[config.mk]
export PLATFORM = sky130hd
export DESIGN_NAME = ept_div
export DESIGN_NICKNAME = d
export VERILOG_FILES = /design/src/sv/ept_div.sv
export SDC_FILE = /design/constraint.sdc
export NUM_CORES = 2
export LEC_CHECK = 0
export BUFFER_PORTS_ARGS = -buffer_cell sky130_fd_sc_hd__buf_2
export CAP_MARGIN = 30
export CORE_MARGIN = 8
export CORE_UTILIZATION = 37
export DETAILED_ROUTE_END_ITERATION = 8
export HOLD_SLACK_MARGIN = 0.03
export RECOVER_POWER = 50
export SYNTH_ARGS = -nofsm -noshare
export SYNTH_HDL_FRONTEND = slang
export SYNTH_SLANG_ARGS = --single-unit
[constraint.sdc]
create_clock -name clk -period 3.5 [get_ports clk]
set_input_delay 0.7 -clock clk [delete_from_list [all_inputs] [get_ports clk]]
set_output_delay 0.7 -clock clk [all_outputs]
set_load 0.02 [all_outputs]
[src/sv/ept_div.sv]
// pipelined unsigned restoring divider, one quotient bit per stage
module ept_div #(
  parameter int NW = 57,
  parameter int QW = 32,
  parameter int DW = 31,
  parameter int PW = 2
) (
  input  logic          clk,
  input  logic          rst_n,
  input  logic          en,
  input  logic          in_valid,
  input  logic [NW-1:0] in_num,
  input  logic [DW-1:0] in_div,
  input  logic [PW-1:0] in_side,
  output logic          out_valid,
  output logic [QW-1:0] out_quo,
  output logic [PW-1:0] out_side
);
  localparam int WW = DW + QW;

  logic [WW-1:0] w_r    [QW+1];
  logic [WW-1:0] w_nxt  [QW];
  logic [DW-1:0] div_r  [QW+1];
  logic [PW-1:0] side_r [QW+1];
  logic [QW:0]   vld_r;
  logic [WW-1:0] w_init;

  // upper part of the numerator starts as the partial remainder
  assign w_init = {{(WW-NW){1'b0}}, in_num};

  for (genvar k = 0; k < QW; k++) begin : g_step
    logic [DW:0] t;
    logic [DW:0] d;
    assign t = w_r[k][WW-1:QW-1];
    assign d = t - {1'b0, div_r[k]};
    assign w_nxt[k] = d[DW] ? {t[DW-1:0], w_r[k][QW-2:0], 1'b0}
                            : {d[DW-1:0], w_r[k][QW-2:0], 1'b1};
  end

  always_ff @(posedge clk) begin
    if (!rst_n) begin
      vld_r <= '0;
    end else if (en) begin
      vld_r <= {vld_r[QW-1:0], in_valid};
    end
  end

  always_ff @(posedge clk) begin
    if (en) begin
      w_r[0]    <= w_init;
      div_r[0]  <= in_div;
      side_r[0] <= in_side;
      for (int k = 0; k < QW; k++) begin
        w_r[k+1]    <= w_nxt[k];
        div_r[k+1]  <= div_r[k];
        side_r[k+1] <= side_r[k];
      end
    end
  end

  assign out_valid = vld_r[QW];
  assign out_quo   = w_r[QW][QW-1:0];
  assign out_side  = side_r[QW];

endmodule

==> run_results.csv <==
group,metric,value,unit
logic_synthesis,synth_warnings,0,
floorplan,die-area,442000,µm²
logic_synthesis,synthCells,11831,
min_path,whs_path_depth,2,
sta,setup-tns-final,-97.53,ns
cts,h-tree-depth,5,
sta,tightestPinTransition,2.02,ns
sta,slew_viol_final,49,
drt,vias,98572,
logic_synthesis,synth_cell_type_count,106,
critical_path,crit_type,"register to register",
drt,finalWirelength,339000,µm
sta,period_share,115,%
cts,cts-buffers-inserted,354,
floorplan,initial_core_util,37.1,%
placement,dpl.hpwl,228000,µm
critical_path,required,4.16,ns
global_route,grt_pass1_vias,100594,
placement,post-place-cells,18926,
logic_synthesis,netlist_area,156000,µm²
logic_synthesis,synth_top_flop_cell,"edfxtp_1",
pwr,vdd_drop_max,0.000554,V
cells_and_area,fin_nets,15388,
logic_synthesis,yosysSeqAreaShare,60.1,%
logic_synthesis,synth.avg_cell_area,13.2,µm²
drt,routed_via_density,4.90,
drt,drtIter0Drc,5400,
global_route,grt.overflow.total,0,
logic_synthesis,async_flop_share,0,%
sta,relSlewSlack,-34.4,%
floorplan,die_w,665,µm
sta,finalHoldViolations,0,
floorplan,die_h,665,µm
run_status,status,"complete, but fails checks",
sta,rsz0062_at_grt,"true",
cts,cts_tree,"done",
placement,place_area,176000,µm²
sta,max_freq,249,MHz
min_path,hp-class,"input pin to register",
placement,place_ws,-0.754,ns
cells_and_area,layout_commonest_cell,"edfxtp_1",
cts,clock-sinks,3133,
floorplan,coreArea,420000,µm²
drt,wl_per_cell,16.9,µm
cells_and_area,final_util,47.6,%
cts,clkLatencyLatePin,0.94,ns
cts,cts_root_buf,"clkbuf_16",
job,cap_violations,1,
global_route,grtUsageTotal,14.6,%
drt,final_antenna_net_count,0,
sta,finalSetupViolCount,617,
cells_and_area,fill_cells,36739,
cells_and_area,stdcell_area,200000,µm²
drt,drtPass1Iterations,6,
global_route,grt_max_degree,107,
cells_and_area,drive_above_1_share,28.6,%
critical_path,end_kind,"register",
floorplan,rows,238,
global_route,grt_pass1_wl,530000,µm
logic_synthesis,synth_edf_count,3100,
critical_path,path_max_fanout,16,
placement,gp_congestion,0.875,
pwr,p_leak,0.0828,µW
cts,max-clock-path-buffers,4,
cts,clkTransAtPathRegs,0.06,ns
critical_path,arrival,4.69,ns
drt,drc,0,
placement,io_buffer_count,128,
pwr,power_density,1000,nW/µm²
critical_path,critPathLaunchType,"register",
global_route,antenna_found_initial,5,
floorplan,io_pins,129,
cells_and_area,final_cell_mix,"3,100 x edfxtp_1, 1,417 x buf_4, 1,167 x inv_1, 924 x ha_1, 729 x a21oi_1",
run_status,violations,"capacitance limit, slew limit, setup timing",
cells_and_area,final_cells,20101,
cells_and_area,syn_to_final_growth,28.2,%
sta,fin_ws,-0.524,ns
sta,min_period,4.02,ns
sta,clock-skew-final,0.0657,ns
critical_path,worst_r2r_path_depth,14,
logic_synthesis,yosys_register_bits,3133,
-- where the power goes --
part	switching, µW	total, µW	internal, µW
clock network	15100	36800	21700
registers	5190	59000	53800
logic	46600	105000	58100
total	66900	200000	134000
-- path summary, 6_finish.rpt --
| check | to | start | slack (ns) |
|---|---|---|---|
| setup / recovery | w_r[14][100]$_DFFE_PP_ | w_r[14][39]$_DFFE_PP_ | -0.52 |
| hold reg to reg | w_r[15][88]$_DFFE_PP_ | w_r[15][24]$_DFFE_PP_ | 0.38 |
| hold / removal | vld_r[0]$_SDFFE_PN0P_ | rst_n | 0.31 |
| setup reg to reg | w_r[14][100]$_DFFE_PP_ | w_r[14][39]$_DFFE_PP_ | -0.52 |
-- kinds of logic (layout without fill, tap and decap cells) --
family,Yosys count,in the layout,synth area share (%)
xor+xnor,839,839,4.73
other cells,1,9,0.00241
mux,941,941,6.73
fa+ha+maj,1017,1017,8.31
simple gates,1910,1910,5.99
buf+inv,1428,4170,3.56
compound gates,2562,2562,10.5
flops,3133,3133,60.1
-- metrics by stage --
step | hold slack, ns | power, µW
final | 0.315 | 200000
after detailed placement | 0.405 | 139000
after CTS | 0.165 | 197000
after floorplan | 0.400 | 113000
after global routing | 0.259 | 212000
after global placement | 0.400 | 139000
-- state kept, by name, indices dropped and copies added (netlist names) --
signal,cells
div_r,992
w_r,2042
vld_r,33
side_r,66
-- what timing repair did --
item	CTS	global route
gates resized for setup	1045	705
pin swaps	335	359
endpoints found under the hold margin	91	0
hold buffers	91	0
buffers inserted	283	160
gates cloned	67	16
setup endpoints to repair	948	947
-- synthesized netlist by cell type, drive strengths merged, types with 84 or more instances --
library cell,n,share of area [%]
nand2,453,1.1
nor2,506,1.2
o21bai,103,0.50
xnor2,551,3.1
nand2b,132,0.53
inv,1225,3.0
mux2i,84,0.54
edfxtp,3100,60
nor2b,151,0.61
clkbuf,124,0.30
nor3,128,0.42
a21oi,826,2.7
xor2,288,1.6
a31oi,86,0.35
a21o,419,2.0
ha,986,7.9
o21ai,510,1.6
mux2,857,6.2
o21a,141,0.68
a211oi,101,0.50
nand4,98,0.39
nand3,161,0.52
-- critical path, stage by stage (launching register included) --
cell and delay (ns):
edfxtp_1 0.42, ha_1 0.32, a211o_1 0.33, o41ai_2 0.33
buf_4 0.18, o21bai_4 0.07, a211oi_2 0.27, o211ai_1 0.22
a41oi_2 0.31, o41ai_2 0.11, a21oi_1 0.17, buf_4 0.15
xor2_4 0.30, buf_12 0.20, mux2_2 0.36
-- layer usage --
| layer | track usage, % | share of wire, % | vias up | wire length [µm] |
|---|---|---|---|---|
| li1 | - | - | 48766 | - |
| met1 | 17.4 | 41 | 47452 | 140000 |
| met2 | 26.9 | 51 | 1700 | 174000 |
| met3 | 2.05 | 3.7 | 654 | 12700 |
| met4 | 4.79 | 3.6 | 0 | 12400 |
| met5 | 0 | 0 | - | 0 |
-- layout make-up --
| class | instances | area [µm²] | area share, % |
|---|---|---|---|
| clock inverters | 220 | 2310 | 1.16 |
| multi-input cells | 7271 | 63100 | 31.6 |
| clock buffers | 433 | 9260 | 4.64 |
| inverters | 1225 | 4640 | 2.32 |
| repair buffers | 2289 | 19700 | 9.85 |
| flip-flops and latches | 3133 | 93700 | 46.9 |
| repair inverters | 3 | 52.6 | 0.0263 |
| diodes | 7 | 17.5 | 0.00877 |
| well taps | 5520 | 6910 | 3.46 |
Power figures use the tool's default switching activity.
