<file path="src/sv/ept_pkg.sv">
// shared types and constants for the epipolar point transfer residual block
package ept_pkg;

  localparam int STORE_DEPTH = 18;

  typedef enum logic [1:0] {
    CFG_FOCAL_X,
    CFG_FOCAL_Y,
    CFG_CENTER_X,
    CFG_CENTER_Y
  } cfg_reg_t;

  typedef enum logic {
    REQ_LOAD,
    REQ_TRIPLET
  } req_t;

  localparam logic signed [31:0] SAT_MAX = 32'sh7fffffff;
  localparam logic signed [31:0] SAT_MIN = 32'sh80000000;

  typedef struct packed {
    logic              degenerate;
    logic signed [31:0] residual_y;
    logic signed [31:0] residual_x;
  } res_t;

endpackage

</file>
<file path="src/sv/ept_obuf.sv">
// two-entry result buffer between the datapath and the master side
module ept_obuf (
  input  logic          clk,
  input  logic          rst_n,
  input  logic          push,
  input  ept_pkg::res_t push_data,
  output logic          ready,
  output logic          out_valid,
  input  logic          out_ready,
  output ept_pkg::res_t out_data
);
  import ept_pkg::*;

  res_t       slot_r [2];
  logic       wr_ptr_r;
  logic       rd_ptr_r;
  logic [1:0] cnt_r;
  logic [1:0] cnt_nxt;
  logic       pop;

  assign ready     = ~cnt_r[1];
  assign out_valid = (cnt_r != 2'd0);
  assign out_data  = slot_r[rd_ptr_r];
  assign pop       = out_valid & out_ready;
  assign cnt_nxt   = cnt_r + 2'(push) - 2'(pop);

  always_ff @(posedge clk) begin
    if (!rst_n) begin
      wr_ptr_r <= 1'b0;
      rd_ptr_r <= 1'b0;
      cnt_r    <= 2'd0;
    end else begin
      if (push) wr_ptr_r <= ~wr_ptr_r;
      if (pop) rd_ptr_r <= ~rd_ptr_r;
      cnt_r <= cnt_nxt;
    end
  end

  always_ff @(posedge clk) begin
    if (push) slot_r[wr_ptr_r] <= push_data;
  end

endmodule

</file>
<file path="config.mk">
export PLATFORM = sky130hd
export DESIGN_NAME = ept_obuf
export DESIGN_NICKNAME = d
export VERILOG_FILES = /design/src/sv/ept_pkg.sv /design/src/sv/ept_obuf.sv
export SDC_FILE = /design/constraint.sdc
export NUM_CORES = 1
export LEC_CHECK = 0
export BUFFER_PORTS_ARGS = -buffer_cell sky130_fd_sc_hd__clkbuf_2
export CORE_ASPECT_RATIO = 1.5
export CORE_MARGIN = 2
export CORE_UTILIZATION = 30
export CTS_CLUSTER_DIAMETER = 100
export DETAILED_ROUTE_END_ITERATION = 8
export PLACE_DENSITY = 0.54
export SKIP_CTS_REPAIR_TIMING = 1
export SYNTH_ARGS = -nofsm -noshare
export SYNTH_HDL_FRONTEND = slang
export SYNTH_SLANG_ARGS = --single-unit
</file>
<file path="constraint.sdc">
create_clock -name clk -period 5.3 [get_ports clk]
set_input_delay 0 -clock clk [delete_from_list [all_inputs] [get_ports clk]]
set_output_delay 0 -clock clk [all_outputs]
set_load 0.005 [all_outputs]
</file>
==> run metrics, run 1 <==
result of the run=complete, but fails checks; violations in the final reports=hold timing; clock root buffer master=clkbuf_16; Setup Crit Path Kind=flip-flop to output pin; DIE HEIGHT=~160 µm; total global-route track usage=0.1058; slew at the pin closest to its max-slew limit=0.9396 ns; post-placement setup slack=between 3 and 4 ns; clock tree sinks=between 100 and 150; global routing usage on met3=0.04022; worst endpoint required time=5.30 ns; detailed-route DRC error count=0; Iter 0 DRT Violations=73; switching power total=between 0.7 and 0.8 mW; CP Max Fanout=33; most heavily used metal layer in global routing=met2; area share of the leading cell type in the synthesized netlist=0.7602; Slew HR=0.3736; via count=around 2800; Std-Cell Core Area=between 0.015 and 0.02 mm²; H-Tree Level Count=4; Final Hold Viols=1; biggest area contributors in the synthesized netlist=edfxtp_1, mux2_4, mux2_2; Period minus WS final=between 2 and 2.5 ns; Final Power=around 3.0 mW; number of pins with negative max-slew slack in the final report=0; setup repair after global routing missed its margin=no; vias per cell=approximately 4.2; Worst Setup End Kind=output pin; sw frac=0.2361; first-pass GRT wire length=between 10000 and 15000 µm; final sum of negative setup slack=0 ns; Max clock buf depth=2; mean instance size in the synthesized netlist=22.82 µm²; IO Count=between 100 and 150; Leakage=2.912 nW; arrival time at the worst endpoint=between 2 and 2.5 ns; total inserted antenna cells=0; number of nets at the end of the flow=~500; synthesized net count=approximately 300; biggest area consumer among synthesized cells=edfxtp_1; Peak VDD IR=approximately 170 µV; Int Pwr=roughly 2.3 mW; number of global-route vias before repair=between 2000 and 3000; clock share of power=0.400; number of distinct library cell variants in the gate-level netlist after synthesis=15; pwr dens=between 400 and 500 mW/mm²; part of the cycle the worst path needs=0.4313; Initial Util=0.3063; hold-critical path depth=3; detailed-route wire length per cell=roughly 15 µm; min setup slack post-route=roughly 3.0 ns; min-delay worst type=input pin to flip-flop; Mapped Cells=approximately 230; critical path launch point type=flip-flop; hold slack final=-0.004967 ns; clock edge transition at the registers on the reported setup and hold paths=0.06 ns; leading cell types in the layout, fill and taps excluded=clkbuf_2, edfxtp_1, dlygate4sd3_1; global-route met1 utilization=0.09950; Finished Core Util=0.4372; portion of the post-synthesis area used by sequential elements=0.7797; port bufs=~140; Die Wd=between 100 and 150 µm; share of power burned in registers=0.428; final wirelength=approximately 9700 µm; num rows=58; area overhead of the layout relative to synthesis=42.71%; first-pass iteration count of the detailed router=4; Logic pwr share=0.172; Inserted Clock Buffers=17; Final setup violation count=0; Max Cap Violations=0; Post-DP HPWL=5923 µm; fmax=roughly 440 MHz; total die area=about 0.018 mm²; clock tree skew after final layout=roughly 0.0060 ns; share of final-layout standard cells stronger than drive strength 1=0.5187; number of cells on the worst reg-to-reg path=4; commonest non-fill, non-tap cell in the layout=clkbuf_2; sum of overflow across all layers after global routing=0; #FFs+latches synth=roughly 140; clock tree from TritonCTS=built; clk_lat worst skew=roughly 0.4 ns; number of synthesis warnings=0; met2 routing resource usage after global routing=0.2025; pin count of the biggest net entering global routing=67; final antenna-violating net count=0; initial antenna violation count=0; routability congestion estimate=~0.63; cell area after synthesis=about 0.005 mm²
-- cells in the mapped netlist --
master    count
edfxtp_1    130
mux2i_1       2
mux2_2       15
o21a_1        2
nand2b_1      1
nand2_1       2
ha_1          2
buf_2         1
dfxtp_1       5
nor2b_1       3
mux2_4       50
buf_6         6
and2_1        2
xnor3_1       1
inv_1         3
-- routing by layer --
layer  part of all wire  up-vias
met1               0.37     1368
met3              0.042        9
li1                   -     1325
met2               0.57       83
met5                  0        -
met4              0.015        0
-- stage by stage --
stage	area, µm²	std cells
after global routing	7328	665
after detailed placement	6030	565
final	7328	665
after global placement	6030	565
after CTS	6648	597
after floorplan	5135	225
-- power groups by stage --
stage                     logic (mW)  clock network (mW)  registers (mW)
after floorplan                0.363                   0            1.28
after global placement         0.489                   0            1.32
after detailed placement       0.495                   0            1.33
after CTS                      0.497                1.26            1.30
after global routing           0.572                1.30            1.31
final                          0.523                1.22            1.30
-- path summary, 6_finish.rpt --
path                   from           to  slack [ns]
setup / recovery  flip-flop  out_data[1]        3.01
hold reg to reg    rd_ptr_r    flip-flop        0.49
hold / removal         push     cnt_r[0]      -0.005
setup reg to reg   wr_ptr_r     wr_ptr_r        3.31
-- registers in the layout, summed over array words and instances, names as in the netlist, named ones only --
signal,count
slot_r,130
cnt_r,2
wr_ptr_r,1
rd_ptr_r,1
-- cell type report --
| cell class | instances | area, µm² |
|---|---|---|
| timing repair buffer | 205 | 1371 |
| multi-input combinational | 80 | 1057 |
| inverter | 3 | 11.26 |
| fill | 1497 | 9435 |
| sequential | 135 | 4008 |
| tap | 210 | 262.8 |
| clock buffer | 17 | 425.4 |
| clock inverter | 15 | 192.7 |
-- critical path: stages (launching register included) --
cell and delay [ns]:
dfxtp_4 0.75, buf_4 0.59, mux2_2 0.40, clkbuf_2 0.11
-- cells by family after synthesis --
kind of cell / Yosys count / synth area share
AOI/OAI and AO/OA: 2 / 0.002923
xor gates and xnor gates: 1 / 0.004386
adders and majority gates: 2 / 0.004873
buffers and inverters: 10 / 0.01632
DFF: 135 / 0.7797
muxes: 67 / 0.1830
and+or+nand+nor: 8 / 0.008773
Power figures use the tool's default switching activity.
==> run 2: changes to the inputs <==
--- a/config.mk
+++ b/config.mk
@@ -11,7 +11,7 @@
 export CORE_UTILIZATION = 30
 export CTS_CLUSTER_DIAMETER = 100
 export DETAILED_ROUTE_END_ITERATION = 8
-export PLACE_DENSITY = 0.54
+export PLACE_DENSITY = 0.56
 export SKIP_CTS_REPAIR_TIMING = 1
 export SYNTH_ARGS = -nofsm -noshare
 export SYNTH_HDL_FRONTEND = slang
==> constraint.sdc (replaced) <==
create_clock -name clk -period 2 [get_ports clk]
set_input_delay 0 -clock clk [delete_from_list [all_inputs] [get_ports clk]]
set_output_delay 0 -clock clk [all_outputs]
set_load 0.005 [all_outputs]
==> run 2 against run 1 <==
The flow still finishes with violations (hold timing). Sequential power rose to 2.6 times the previous value. Via count is 0.75% higher. Clock skew hardly changed. Total power grew to 2.5 times the previous value. Hold slack got worse by 0.024 ns. Sequential share of layout area grew 0.21 points. Register-to-register slack got worse by 2.7 ns. Worst setup slack worse by 2.8 ns. First-iteration DRC count up 12%. Utilization decreased by 0.16 points. Cell count rose by 0.60%. Combinational power rose to 2.8 times the previous value. Critical path type unchanged. Critical endpoint is now out_data[11]. Largest cell class unchanged.
==> run metrics, run 2 (synthesized netlist as in run 1, its figures left out) <==
final antenna-violating net count=0; routability congestion estimate=slightly below 0.7; H-Tree Level Count=4; min setup slack post-route=about 0.20 ns; detailed-route DRC error count=0; Std-Cell Core Area=0.01676 mm²; commonest non-fill, non-tap cell in the layout=clkbuf_2; DIE HEIGHT=~160 µm; top register by number of flip-flops=slot_r; clk_lat worst skew=about 0.4 ns; largest registers ranked by flip-flop count=slot_r: 130 flops, cnt_r: 2 flops; part of the cycle the worst path needs=0.9025; Logic pwr share=0.191; port bufs=135; share of final-layout standard cells stronger than drive strength 1=0.5229; final sum of negative setup slack=0 ns; number of pins with negative max-slew slack in the final report=0; arrival time at the worst endpoint=between 1.5 and 2 ns; Period minus WS final=between 1.5 and 2 ns; Final setup violation count=0; Inserted Clock Buffers=17; max reg flops=between 100 and 150; Setup Crit Path Kind=flip-flop to output pin; Final Hold Viols=2; sum of overflow across all layers after global routing=0; clock share of power=0.365; number of nets at the end of the flow=between 500 and 600; clock tree skew after final layout=roughly 0.0062 ns; sw frac=0.2340; setup repair after global routing missed its margin=no; switching power total=~1.8 mW; Peak VDD IR=553.4 µV; share of power burned in registers=0.444; total global-route track usage=0.1038; slew at the pin closest to its max-slew limit=approximately 0.50 ns; area overhead of the layout relative to synthesis=42.18%; Initial Util=0.3063; critical path launch point type=flip-flop; clock tree sinks=about 140; clock edge transition at the registers on the reported setup and hold paths=0.06 ns; final wirelength=around 9700 µm; pin count of the biggest net entering global routing=37; IO Count=about 140; first-pass iteration count of the detailed router=4; Leakage=2.899 nW; Post-DP HPWL=roughly 6400 µm; post-route cell area=0.007301 mm²; total inserted antenna cells=0; post-placement setup slack=around 0.58 ns; total die area=about 0.018 mm²; fmax=~550 MHz; Die Wd=approximately 110 µm; via count=about 2800; hold slack final=-0.02848 ns; result of the run=complete, but fails checks; Max clock buf depth=2; clock tree from TritonCTS=built; CP Max Fanout=26; Worst Setup End Kind=output pin; first-pass GRT wire length=14290 µm; initial antenna violation count=0; Max Cap Violations=0; num rows=58; Int Pwr=between 5 and 6 mW; Slew HR=0.6642; Finished Core Util=0.4355; detailed-route wire length per cell=approximately 14 µm; Iter 0 DRT Violations=82; worst endpoint required time=about 2 ns; leading cell types in the layout, fill and taps excluded=clkbuf_2, edfxtp_1, dlygate4sd3_1; placed inst area=0.006100 mm²; clock root buffer master=clkbuf_16; vias per cell=4.194; number of global-route vias before repair=2839; min-delay worst type=input pin to flip-flop; pwr dens=around 1100 mW/mm²; violations in the final reports=hold timing
run 2: worst paths after layout:
check	slack [ns]	cells after the start	to	start
max	0.20	3	out_data[11]	flip-flop
max reg2reg	0.57	6	cnt_r[1]	cnt_r[1]
min reg2reg	0.49	2	flip-flop	rd_ptr_r
min	-0.03	3	wr_ptr_r	push
run 2: per-layer routing:
layer  GRT usage  part of all wire
met1      0.1017              0.35
met2      0.1974              0.59
met3     0.02989             0.041
met4     0.05341             0.018
met5           0                 0
run 2: power groups by stage:
stage	sequential (mW)	combinational [mW]	clock, mW
6_report	3.42	1.47	2.81
2_1_floorplan	3.39	0.963	0
3_3_place_gp	3.47	1.39	0
5_1_grt	3.44	1.59	3.02
4_1_cts	3.42	1.40	2.89
3_5_place_dp	3.48	1.40	0
run 2: critical path, stage by stage, from the launching register on:
cell and delay (ns):
dfxtp_4 0.61, buf_12 0.28, mux2_2 0.36, clkbuf_2 0.11
run 2: metrics by stage:
| stage | instances | power (mW) |
|---|---|---|
| 3_5_place_dp | 571 | 4.879 |
| 5_1_grt | 669 | 8.054 |
| 6_report | 669 | 7.698 |
| 3_3_place_gp | 571 | 4.853 |
| 2_1_floorplan | 225 | 4.353 |
| 4_1_cts | 603 | 7.719 |
run 2: layout make-up:
type,instances,area (µm²)
fill,1491,9463
clock buffer,19,432.9
clock inverter,13,107.6
sequential,135,4008
timing repair buffer,209,1421
tap,210,262.8
inverter,3,11.26
multi-input combinational,80,1057
==> run 3: changes to the inputs <==
--- a/config.mk
+++ b/config.mk
@@ -11,7 +11,7 @@
 export CORE_UTILIZATION = 30
 export CTS_CLUSTER_DIAMETER = 100
 export DETAILED_ROUTE_END_ITERATION = 8
-export PLACE_DENSITY = 0.56
+export PLACE_DENSITY = 0.54
 export SKIP_CTS_REPAIR_TIMING = 1
 export SYNTH_ARGS = -nofsm -noshare
 export SYNTH_HDL_FRONTEND = slang
==> constraint.sdc (replaced) <==
create_clock -name clk -period 1.7 [get_ports clk]
set_input_delay 0 -clock clk [delete_from_list [all_inputs] [get_ports clk]]
set_output_delay 0 -clock clk [all_outputs]
set_load 0.005 [all_outputs]
==> run 3 against run 2 <==
The flow still finishes with violations (hold timing). Clock skew fell by 0.0010 ns. Cell count fell by 0.15%. First-iteration DRC count rose by 13%. Die area did not move. Final area rose by 1.5%. Worst setup slack got worse by 0.058 ns. Total power rose by 24%. Utilization rose by 0.67 points. Clock power rose by 34%. Combinational power rose by 24%. Hold slack got worse by 0.0022 ns. Critical path depth did not move. Highest routed layer unchanged.
==> run metrics, run 3 (synthesized netlist as in run 1, its figures left out) <==
final antenna-violating net count=0; clock tree sinks=around 140; clock root buffer master=clkbuf_16; reg-to-reg slack, setup=0.24 ns; share of final-layout standard cells stronger than drive strength 1=0.5218; Inserted Clock Buffers=17; area overhead of the layout relative to synthesis=44.37%; number of nets at the end of the flow=slightly above 500; placed inst area=around 0.0061 mm²; hold slack final=-0.03070 ns; launch instance of the worst register-to-register path=cnt_r[1]; final sum of negative setup slack=0 ns; post-route cell area=0.007413 mm²; critical path launch point type=flip-flop; total inserted antenna cells=0; Final Power=9.565 mW; Int Pwr=7.422 mW; hold-critical path endpoint=wr_ptr_r; Iter 0 DRT Violations=93; top register by number of flip-flops=slot_r; delay of the slowest cell on the worst path=between 0.4 and 0.5 ns; post-placement setup slack=~0.24 ns; max reg flops=130; clk_lat worst skew=about 0.41 ns; Logic pwr share=0.191; critical path's slowest cell=dfxtp_4; slew at the pin closest to its max-slew limit=~0.38 ns; largest registers ranked by flip-flop count=slot_r: 130 flops, cnt_r: 2 flops; first-pass iteration count of the detailed router=4; initial antenna violation count=0; Finished Core Util=0.4422; DIE HEIGHT=between 150 and 200 µm; WP buf/inv=2; Peak VDD IR=about 620 µV; violations in the final reports=hold timing; Max Cap Violations=0; Slew HR=0.7475; Initial Util=0.3063; clock share of power=0.395; number of cells on the worst reg-to-reg path=6; num rows=58; via count=2767; Worst Setup End Kind=output pin; vias per cell=4.142; worst path cell trace=buf_12 > mux2_2 > clkbuf_2; IO Count=between 100 and 150; hold-critical path depth=3; total die area=between 0.015 and 0.02 mm²; detailed-route DRC error count=0; setup repair after global routing missed its margin=no; fmax=640.0 MHz; switching power total=~2.1 mW; final standard cell count with taps included and fillers excluded=around 670; Post-DP HPWL=around 6200 µm; number of pins with negative max-slew slack in the final report=0; routability congestion estimate=roughly 0.62; sw frac=0.2241; pin count of the biggest net entering global routing=40; clock edge transition at the registers on the reported setup and hold paths=approximately 0.060 ns; arrival time at the worst endpoint=between 1.5 and 2 ns; number of cells in the design after placement=570; Die Wd=110.8 µm; final wirelength=a little under 10000 µm; worst endpoint required time=about 1.7 ns; min setup slack post-route=approximately 0.14 ns; capturing point of the worst reg2reg path=cnt_r[1]; H-Tree Level Count=4; sum of overflow across all layers after global routing=0; result of the run=complete, but fails checks; port bufs=135; share of power burned in registers=0.415; start point of the worst hold path=push; number of global-route vias before repair=roughly 2800; commonest non-fill, non-tap cell in the layout=clkbuf_2; Final setup violation count=0; pwr dens=around 1300 mW/mm²; Final Hold Viols=2; Period minus WS final=about 1.6 ns; Std-Cell Core Area=around 0.017 mm²; Setup Crit Path Kind=flip-flop to output pin; family with the most delay on the worst path=flip-flops; CP Max Fanout=23; leading cell types in the layout, fill and taps excluded=clkbuf_2, edfxtp_1, dlygate4sd3_1; Max clock buf depth=2; total global-route track usage=0.1068; clock tree from TritonCTS=built; detailed-route wire length per cell=about 14 µm; part of the cycle the worst path needs=0.9191; first-pass GRT wire length=14530 µm; Leakage=2.939 nW; clock tree skew after final layout=around 0.0051 ns; min-delay worst type=input pin to flip-flop
run 3: changes by cell type in the layout (fill, tap and decap cells not counted):
cell / change
dlygate4sd3_1: +1
clkinv_2: -4
dfxtp_1: -1
bufinv_16: +3
buf_12: +3
clkinv_4: +2
inv_6: -1
dfxtp_2: +1
buf_4: -4
clkinvlp_4: -1
run 3: routing by layer:
| layer | global-route usage | part of all wire | vias to the layer above |
|---|---|---|---|
| met5 | 0 | 0 | - |
| met4 | 0.05284 | 0.017 | 0 |
| met3 | 0.03616 | 0.043 | 10 |
| met2 | 0.2041 | 0.58 | 72 |
| met1 | 0.1012 | 0.36 | 1356 |
| li1 | - | - | 1329 |
run 3: area by class of cell:
| type | count | area, µm² |
|---|---|---|
| fillers | 1513 | 9350 |
| flip-flops and latches | 135 | 4009 |
| repair buffers | 209 | 1461 |
| multi-input cells | 80 | 1057 |
| clock buffers | 19 | 432.9 |
| well taps | 210 | 262.8 |
| clock inverters | 12 | 178.9 |
| inverters | 3 | 11.26 |
run 3: worst max path at each step:
| stage | to | slack, ns | cells after the start |
|---|---|---|---|
| 4_1_cts | out_data[3] | 0.08 | 3 |
| 5_1_grt | out_data[9] | 0.06 | 3 |
| 2_1_floorplan | slot_r[0][0] | -0.02 | 1 |
| 3_5_place_dp | cnt_r[1] | 0.24 | 6 |
| 6_report | out_data[12] | 0.14 | 3 |
| 3_3_place_gp | cnt_r[1] | 0.34 | 6 |
run 3: worst register-to-register path: stages (launching register included):
cell and delay [ns]:
dfxtp_1 0.34, o21a_1 0.23, ha_1 0.29, inv_1 0.06, ha_1 0.14, xnor3_1 0.22, nor2b_1 0.12
run 3: power groups by stage:
stage | clock (mW) | combinational, mW | sequential [mW]
final | 3.77 | 1.83 | 3.97
after global routing | 4.02 | 1.98 | 3.99
after CTS | 3.88 | 1.76 | 3.97
after detailed placement | 0 | 1.75 | 4.04
after global placement | 0 | 1.73 | 4.03
after floorplan | 0 | 1.13 | 3.99
